## src/rtl/mtem_pkg.sv

```systemverilog
// Shared constants and types for the timer table.
// No dependencies; used by the top level and the checker.
package mtem_pkg;

  localparam int IDX_PORT_W = 4;
  localparam int PERIOD_W   = 32;
  localparam int RES_LIMIT  = 16;
  localparam int RES_CNT_W  = 5;

  localparam logic [2:0] FN_TICK   = 3'd0;
  localparam logic [2:0] FN_CREATE = 3'd1;
  localparam logic [2:0] FN_START  = 3'd2;
  localparam logic [2:0] FN_STOP   = 3'd3;
  localparam logic [2:0] FN_CHG    = 3'd4;
  localparam logic [2:0] FN_DELETE = 3'd5;
  localparam logic [2:0] FN_QUERY  = 3'd6;

  localparam logic KIND_EXPIRY = 1'b0;
  localparam logic KIND_QUERY  = 1'b1;

  typedef struct packed {
    logic                  kind;
    logic [IDX_PORT_W-1:0] idx;
    logic                  active;
    logic                  last;
  } res_t;

endpackage

```

## src/rtl/mtem_ram.sv

```systemverilog
// Simple dual-port RAM, one write and one registered read port.
// No dependencies; holds expiry ticks and periods for the timer table.
module mtem_ram #(
  parameter int DEPTH = 16,
  parameter int WIDTH = 32
) (
  input  logic                                   clk,
  input  logic                                   we,
  input  logic [(DEPTH > 1 ? $clog2(DEPTH) : 1)-1:0] waddr,
  input  logic [WIDTH-1:0]                       wdata,
  input  logic                                   re,
  input  logic [(DEPTH > 1 ? $clog2(DEPTH) : 1)-1:0] raddr,
  output logic [WIDTH-1:0]                       rdata
);

  logic [WIDTH-1:0] mem [DEPTH];
  logic [WIDTH-1:0] rdata_r;

  always_ff @(posedge clk) begin
    if (we) begin
      mem[waddr] <= wdata;
    end
    if (re) begin
      rdata_r <= mem[raddr];
    end
  end

  assign rdata = rdata_r;

endmodule

```

## src/rtl/multi_timer_expiry_manager.sv

```systemverilog
// Timer table: NUM_TIMERS timers driven by create/start/stop/change/delete/query
// commands and a tick beat. Expiry ticks and periods sit in two RAMs with
// registered reads, active and reload flags in flops. Create, stop, delete,
// change period and an unused code finish on acceptance; start reads the period,
// then writes the expiry; a query registers its answer, then waits for the output
// register. During a tick the sweep reads one timer entry per cycle from the
// RAMs and writes back rearmed expiries, and it pauses while an expiry report
// waits on out_tready. Reports of one tick come in index order, at most 16,
// the final one with out_tlast set. Depends on mtem_pkg and mtem_ram.
module multi_timer_expiry_manager #(
  parameter int NUM_TIMERS = 16,
  parameter int TICK_BITS  = 32
) (
  input  logic        clk,
  input  logic        rst_n,
  input  logic        in_tvalid,
  output logic        in_tready,
  input  logic [39:0] in_tdata,   // timer_index[3:0], period[35:4], auto_reload[36], zeros
  input  logic [2:0]  in_tuser,   // func
  output logic        out_tvalid,
  input  logic        out_tready,
  output logic [7:0]  out_tdata,  // timer_index_res[3:0], active[4], zeros
  output logic        out_tuser,  // kind
  output logic        out_tlast
);

  localparam int IDX_W = (NUM_TIMERS > 1) ? $clog2(NUM_TIMERS) : 1;
  localparam int CNT_W = $clog2(NUM_TIMERS + 1);

  localparam logic [2:0] ST_IDLE  = 3'd0;
  localparam logic [2:0] ST_START = 3'd1;
  localparam logic [2:0] ST_QRY   = 3'd2;
  localparam logic [2:0] ST_TICK  = 3'd3;
  localparam logic [2:0] ST_FIN   = 3'd4;

  // input fields
  logic [mtem_pkg::IDX_PORT_W-1:0] in_idx;
  logic [mtem_pkg::PERIOD_W-1:0]   in_period;
  logic                            in_reload;
  logic [mtem_pkg::PERIOD_W-1:0]   per_clamp;
  logic [IDX_W-1:0]                in_ent;
  logic                            in_ok;
  logic                            in_acc;

  assign in_idx    = in_tdata[3:0];
  assign in_period = in_tdata[35:4];
  assign in_reload = in_tdata[36];
  assign per_clamp = (in_period == '0) ? mtem_pkg::PERIOD_W'(1) : in_period;
  assign in_ent    = IDX_W'(in_idx);
  assign in_ok     = 32'(in_idx) < NUM_TIMERS;

  // state
  logic [2:0]                 state_r, state_nxt;
  logic [TICK_BITS-1:0]       now_r, now_nxt;
  logic [NUM_TIMERS-1:0]      active_r, active_nxt;
  logic [NUM_TIMERS-1:0]      reload_r, reload_nxt;
  logic [IDX_W-1:0]           cmd_ent_r, cmd_ent_nxt;
  logic [CNT_W-1:0]           rd_cnt_r, rd_cnt_nxt;
  logic                       v2_r, v2_nxt;
  logic [IDX_W-1:0]           idx2_r, idx2_nxt;
  logic [mtem_pkg::RES_CNT_W-1:0] res_cnt_r, res_cnt_nxt;
  logic                       pend_v_r, pend_v_nxt;
  mtem_pkg::res_t             pend_r, pend_nxt;
  logic                       out_valid_r, out_valid_nxt;
  mtem_pkg::res_t             out_r, out_nxt;

  // RAM ports
  logic                       exp_we, per_we, rd_en;
  logic [IDX_W-1:0]           exp_waddr, per_waddr, raddr;
  logic [TICK_BITS-1:0]       exp_wdata, exp_rd;
  logic [mtem_pkg::PERIOD_W-1:0] per_wdata, per_rd;

  mtem_ram #(.DEPTH(NUM_TIMERS), .WIDTH(TICK_BITS)) u_exp_ram (
    .clk   (clk),
    .we    (exp_we),
    .waddr (exp_waddr),
    .wdata (exp_wdata),
    .re    (rd_en),
    .raddr (raddr),
    .rdata (exp_rd)
  );

  mtem_ram #(.DEPTH(NUM_TIMERS), .WIDTH(mtem_pkg::PERIOD_W)) u_per_ram (
    .clk   (clk),
    .we    (per_we),
    .waddr (per_waddr),
    .wdata (per_wdata),
    .re    (rd_en),
    .raddr (raddr),
    .rdata (per_rd)
  );

  assign in_tready = (state_r == ST_IDLE);
  assign in_acc    = in_tvalid && in_tready;

  always_comb begin
    logic out_free;
    logic hit;
    logic take;
    logic stall;
    logic adv;
    logic issue;

    state_nxt     = state_r;
    now_nxt       = now_r;
    active_nxt    = active_r;
    reload_nxt    = reload_r;
    cmd_ent_nxt   = cmd_ent_r;
    rd_cnt_nxt    = rd_cnt_r;
    v2_nxt        = v2_r;
    idx2_nxt      = idx2_r;
    res_cnt_nxt   = res_cnt_r;
    pend_v_nxt    = pend_v_r;
    pend_nxt      = pend_r;
    out_nxt       = out_r;
    exp_we        = 1'b0;
    exp_waddr     = in_ent;
    exp_wdata     = now_r + TICK_BITS'(per_clamp);
    per_we        = 1'b0;
    per_waddr     = in_ent;
    per_wdata     = per_clamp;
    rd_en         = 1'b0;
    raddr         = in_ent;

    out_free      = !out_valid_r || out_tready;
    out_valid_nxt = out_tready ? 1'b0 : out_valid_r;

    hit   = v2_r && active_r[idx2_r] && (exp_rd == now_r);
    take  = hit && (res_cnt_r < mtem_pkg::RES_CNT_W'(mtem_pkg::RES_LIMIT));
    stall = take && pend_v_r && !out_free;
    adv   = !stall;
    issue = adv && (32'(rd_cnt_r) < NUM_TIMERS);

    case (state_r)
      ST_IDLE: begin
        if (in_acc) begin
          case (in_tuser)
            mtem_pkg::FN_TICK: begin
              now_nxt     = now_r + TICK_BITS'(1);
              rd_cnt_nxt  = '0;
              v2_nxt      = 1'b0;
              res_cnt_nxt = '0;
              pend_v_nxt  = 1'b0;
              state_nxt   = ST_TICK;
            end
            mtem_pkg::FN_CREATE: begin
              if (in_ok) begin
                per_we             = 1'b1;
                reload_nxt[in_ent] = in_reload;
                active_nxt[in_ent] = 1'b0;
              end
            end
            mtem_pkg::FN_START: begin
              if (in_ok) begin
                rd_en       = 1'b1;
                cmd_ent_nxt = in_ent;
                state_nxt   = ST_START;
              end
            end
            mtem_pkg::FN_STOP, mtem_pkg::FN_DELETE: begin
              if (in_ok) begin
                active_nxt[in_ent] = 1'b0;
              end
            end
            mtem_pkg::FN_CHG: begin
              if (in_ok) begin
                per_we             = 1'b1;
                exp_we             = 1'b1;
                active_nxt[in_ent] = 1'b1;
              end
            end
            mtem_pkg::FN_QUERY: begin
              pend_nxt.kind   = mtem_pkg::KIND_QUERY;
              pend_nxt.idx    = in_idx;
              pend_nxt.active = in_ok && active_r[in_ent];
              pend_nxt.last   = 1'b1;
              state_nxt       = ST_QRY;
            end
            default: begin
            end
          endcase
        end
      end
      ST_START: begin
        exp_we                = 1'b1;
        exp_waddr             = cmd_ent_r;
        exp_wdata             = now_r + TICK_BITS'(per_rd);
        active_nxt[cmd_ent_r] = 1'b1;
        state_nxt             = ST_IDLE;
      end
      ST_QRY: begin
        if (out_free) begin
          out_valid_nxt = 1'b1;
          out_nxt       = pend_r;
          state_nxt     = ST_IDLE;
        end
      end
      ST_TICK: begin
        raddr = IDX_W'(rd_cnt_r);
        rd_en = issue;
        if (adv) begin
          if (hit) begin
            if (reload_r[idx2_r]) begin
              exp_we    = 1'b1;
              exp_waddr = idx2_r;
              exp_wdata = exp_rd + TICK_BITS'(per_rd);
            end else begin
              active_nxt[idx2_r] = 1'b0;
            end
          end
          if (take) begin
            if (pend_v_r) begin
              out_valid_nxt = 1'b1;
              out_nxt       = pend_r;
            end
            pend_v_nxt      = 1'b1;
            pend_nxt.kind   = mtem_pkg::KIND_EXPIRY;
            pend_nxt.idx    = mtem_pkg::IDX_PORT_W'(idx2_r);
            pend_nxt.active = reload_r[idx2_r];
            pend_nxt.last   = 1'b0;
            res_cnt_nxt     = res_cnt_r + mtem_pkg::RES_CNT_W'(1);
          end
          v2_nxt   = issue;
          idx2_nxt = IDX_W'(rd_cnt_r);
          if (issue) begin
            rd_cnt_nxt = rd_cnt_r + CNT_W'(1);
          end
        end
        if (!v2_r && 32'(rd_cnt_r) == NUM_TIMERS) begin
          state_nxt = ST_FIN;
        end
      end
      ST_FIN: begin
        // flush the held report with the last flag
        if (!pend_v_r) begin
          state_nxt = ST_IDLE;
        end else if (out_free) begin
          out_valid_nxt = 1'b1;
          out_nxt       = pend_r;
          out_nxt.last  = 1'b1;
          pend_v_nxt    = 1'b0;
          state_nxt     = ST_IDLE;
        end
      end
      default: begin
        state_nxt = ST_IDLE;
      end
    endcase
  end

  always_ff @(posedge clk) begin
    if (!rst_n) begin
      state_r     <= ST_IDLE;
      now_r       <= '0;
      active_r    <= '0;
      reload_r    <= '0;
      rd_cnt_r    <= '0;
      v2_r        <= 1'b0;
      res_cnt_r   <= '0;
      pend_v_r    <= 1'b0;
      out_valid_r <= 1'b0;
    end else begin
      state_r     <= state_nxt;
      now_r       <= now_nxt;
      active_r    <= active_nxt;
      reload_r    <= reload_nxt;
      rd_cnt_r    <= rd_cnt_nxt;
      v2_r        <= v2_nxt;
      res_cnt_r   <= res_cnt_nxt;
      pend_v_r    <= pend_v_nxt;
      out_valid_r <= out_valid_nxt;
    end
  end

  always_ff @(posedge clk) begin
    cmd_ent_r <= cmd_ent_nxt;
    idx2_r    <= idx2_nxt;
    pend_r    <= pend_nxt;
    out_r     <= out_nxt;
  end

  assign out_tvalid = out_valid_r;
  assign out_tdata  = {3'b000, out_r.active, out_r.idx};
  assign out_tuser  = out_r.kind;
  assign out_tlast  = out_r.last;

endmodule

```

## config.mk

```make
export PLATFORM = sky130hd
export DESIGN_NAME = multi_timer_expiry_manager
export DESIGN_NICKNAME = d
export VERILOG_FILES = /design/src/rtl/mtem_pkg.sv /design/src/rtl/mtem_ram.sv /design/src/rtl/multi_timer_expiry_manager.sv
export SDC_FILE = /design/constraint.sdc
export NUM_CORES = 2
export LEC_CHECK = 0
export BUFFER_PORTS_ARGS = -buffer_cell sky130_fd_sc_hd__buf_4
export CORE_ASPECT_RATIO = 1.2
export CORE_MARGIN = 2
export CORE_UTILIZATION = 30
export DETAILED_ROUTE_END_ITERATION = 7
export GPL_ROUTABILITY_DRIVEN = 0
export GPL_TIMING_DRIVEN = 0
export SLEW_MARGIN = 20
export SYNTH_ARGS = -nofsm -noshare
export SYNTH_HDL_FRONTEND = slang
export SYNTH_SLANG_ARGS = --single-unit
```

## constraint.sdc

```tcl
create_clock -name clk -period 4.95 [get_ports clk]
set_clock_uncertainty 0.15 [all_clocks]
set_input_delay 0.7425 -clock clk [delete_from_list [all_inputs] [get_ports clk]]
set_output_delay 0.7425 -clock clk [all_outputs]
set_load 0.005 [all_outputs]
```

==> summary.md <==
| Metric | Value |
|---|---|
| Status | finished, final reports clean |
| Share of cells above drive strength 1 | 10.5% |
| Synth unique cells | 81 |
| Area delta synth->final | 16.2% |
| Longest Clk Path Bufs | 3 |
| Setup violators final | 0 |
| Buffers on Ports | 52 |
| Most common cell after layout, fill and taps aside | edfxtp_1 |
| DRT iter0 DRCs | 3810 |
| Total number of vias | 37231 |
| Largest net degree at the start of global routing | 36 |
| Total Routing Usage GR | 18.7% |
| Crit path arrival time | 5.26 ns |
| Dpl ws | -0.880 ns |
| Clk slew on worst S/H paths | 0.06 ns |
| Most frequent cells in the layout | edfxtp_1 (1109), nand2_1 (637), a211oi_1 (332) |
| Sink Count | 1189 |
| Post-Synthesis Cells | 4210 |
| Initial antenna violation count | 9 |
| CP max FO | 14 |
| Main synth FF type | edfxtp_1 |
| Detailed Place HPWL | 125000 um |
| Core Rows | 169 |
| Post-route cell area | 61900 sq um |
| Max-cap violations | 0 |
| Async SR Flop Fraction | 0% |
| Crit path kind | input port to register |
| DR DRC count | 0 |
| Max Slew Vio Count | 0 |
| Worst Setup Start Kind | input port |
| Pleak | 20.3 nW |
| Post-DR wirelength/cell | 25.3 um |
| Post-synthesis cell area | 53200 sq um |
| CTS tree | done |
| PnR worst setup slack | 0.0312 ns |
| Total I/O pin count | 59 |
| First-pass GRT wire length | 249000 um |
| NumNets Final | 4616 |
| Die Width | 388 um |
| Num CTS Buffers | 106 |
| Achievable Freq | 203 MHz |
| Total die area | 181000 sq um |
| Slew headroom | 25.3% |
| Cts hold-fix bufs | 0 |
| Initial core utilization | 30.1% |
| Hold WC Path Type | input port to register |
| Worst vdd ir | 0.312 mV |
| Final min period | 4.92 ns |
| Hold WS | 0.102 ns |
| CP Capture Type | register |
| First-pass iteration count of the detailed router | 6 |
| Placed cell areas | 57800 sq um |
| DRT Wirelength | 174000 um |
| CTS root buf | clkbuf_16 |
| Final hold violations | 0 |
| Clk_lat worst skew | 0.76 ns |
| Overall die height | 465 um |
| Via count of the first global-routing pass | 36212 |
| Grt ovf | 0 |
| Syn avg cell area | 12.6 sq um |
| Worst EP required | 5.29 ns |
| Synthesis-stage register bit count | 1189 |
| Antenna viol nets, final | 0 |
| H-tree levels | 3 |
| Power per cell area | 350 nW/um^2 |
| Yosys warns | 0 |
| Worst-Margin Slew | 1.12 ns |
| Seq/Total Area, Yosys | 65.6% |
| Via density | 5.42 |
| Tcrit/Tclk final | 99.4% |
| Number of flops mapped to enable cells by yosys | 1109 |
| Core area | 177000 sq um |
==> path summary, 6_finish.rpt <==
kind                       start                              end  slack, ns  cells past startpoint
max reg2reg  idx2_r[0]$_DFFE_PP_  u_exp_ram.mem[12][21]$_DFFE_PP_       0.04                      9
max                 in_tdata[30]   u_exp_ram.mem[3][29]$_DFFE_PP_       0.03                     16
min reg2reg  pend_r[2]$_DFFE_PP_           out_tdata[0]$_DFFE_PP_       0.27                      0
min                  in_tdata[3]           cmd_ent_r[3]$_DFFE_PP_       0.10                      1
==> repair_timing <==
item,4_1_cts,5_1_grt
resized for setup,9,31
setup endpoints to repair,87,383
setup buffers,2,41
hold endpoints to repair,0,0
pin swaps,1,8
==> Yosys cell counts, types with 17 or more instances <==
cell type | number | area [sq um]
a211oi_1 | 332 | 2490
a21boi_0 | 17 | 128
a21o_1 | 35 | 263
a21oi_1 | 231 | 1160
a22oi_1 | 22 | 165
a311oi_1 | 131 | 1150
a31oi_1 | 143 | 895
and2_1 | 291 | 1820
and3_1 | 17 | 106
buf_1 | 17 | 63.8
buf_2 | 29 | 145
clkbuf_1 | 250 | 938
dfxtp_1 | 80 | 1600
edfxtp_1 | 1109 | 33300
ha_1 | 97 | 1210
inv_1 | 27 | 101
nand2_1 | 638 | 2390
nand2b_1 | 23 | 144
nand3_1 | 39 | 195
nand4_1 | 22 | 138
nor2_1 | 118 | 443
nor2b_1 | 37 | 231
nor3_1 | 25 | 125
nor4_1 | 21 | 131
o211ai_1 | 21 | 158
o21ai_0 | 80 | 400
o221ai_1 | 20 | 175
xnor2_1 | 80 | 701
xor2_1 | 65 | 569
==> logic make-up after synthesis <==
logic type	Yosys count	synth area share (%)
and+or+nand+nor	1285	11.6
DFF	1189	65.6
AOI/OAI and AO/OA	1131	14.7
buffers and inverters	328	2.42
xor gates and xnor gates	145	2.39
adders and majority gates	100	2.39
muxes	31	0.929
other	1	0.00705
==> state kept, by name, indices dropped and copies added, names as in the netlist, 3 cells and up, named ones only <==
name,cells
pend_r,6
rd_cnt_r,5
reload_r,16
out_tdata,5
u_per_ram.rdata,32
u_per_ram.mem,512
u_exp_ram.mem,512
idx2_r,4
res_cnt_r,5
now_r,32
state_r,3
cmd_ent_r,4
u_exp_ram.rdata,32
==> power by group <==
part           switching, mW  total [mW]  internal, mW
Combinational           1.32        1.82         0.497
Clock                   3.83        8.60          4.77
Sequential            0.0535        11.2          11.2
==> worst max-delay path, cell delays in order <==
cell,delay [ns]
buf_4,0.15
nor4_1,0.51
nand4_1,0.24
o21bai_4,0.31
ha_1,0.30
a211oi_1,0.14
nor4_1,0.49
nand4bb_1,0.32
a31oi_1,0.21
o31a_1,0.34
o21ai_1,0.31
a41oi_1,0.18
xnor2_1,0.18
a221oi_1,0.25
o21ai_1,0.25
buf_4,0.31
==> layer usage <==
layer  track usage (%)  wire length (um)  share of wire [%]  vias up
li1                  -                 -                  -    16581
met1              22.2             66300                 38    18574
met2              31.9             84600                 49     1647
met3              3.04             12000                6.9      423
met4              10.8             10800                6.2        6
met5                 0                38              0.022        -
==> stage by stage <==
stage / TNS (ns) / total power, mW / util [%] / cells
after floorplan: 0 / 12.4 / - / 4212
after global placement: -2485.61 / 13.1 / 32.0 / 6572
after detailed placement: -124.40 / 13.2 / 32.7 / 6626
after CTS: 0 / 21.7 / 34.8 / 6830
after global routing: -0.0103 / 22.2 / 35.0 / 6872
final: 0 / 21.6 / 35.0 / 6875
==> layout make-up <==
class	instances	area [sq um]
clock buffers	122	2730
fillers	16991	115000
multi-input cells	2695	17400
clock inverters	80	843
well taps	2308	2890
plain buffers	301	1260
flip-flops and latches	1189	34900
repair buffers	149	1690
diodes	4	10.0
inverters	27	101
(Power assumes the default switching activity.)
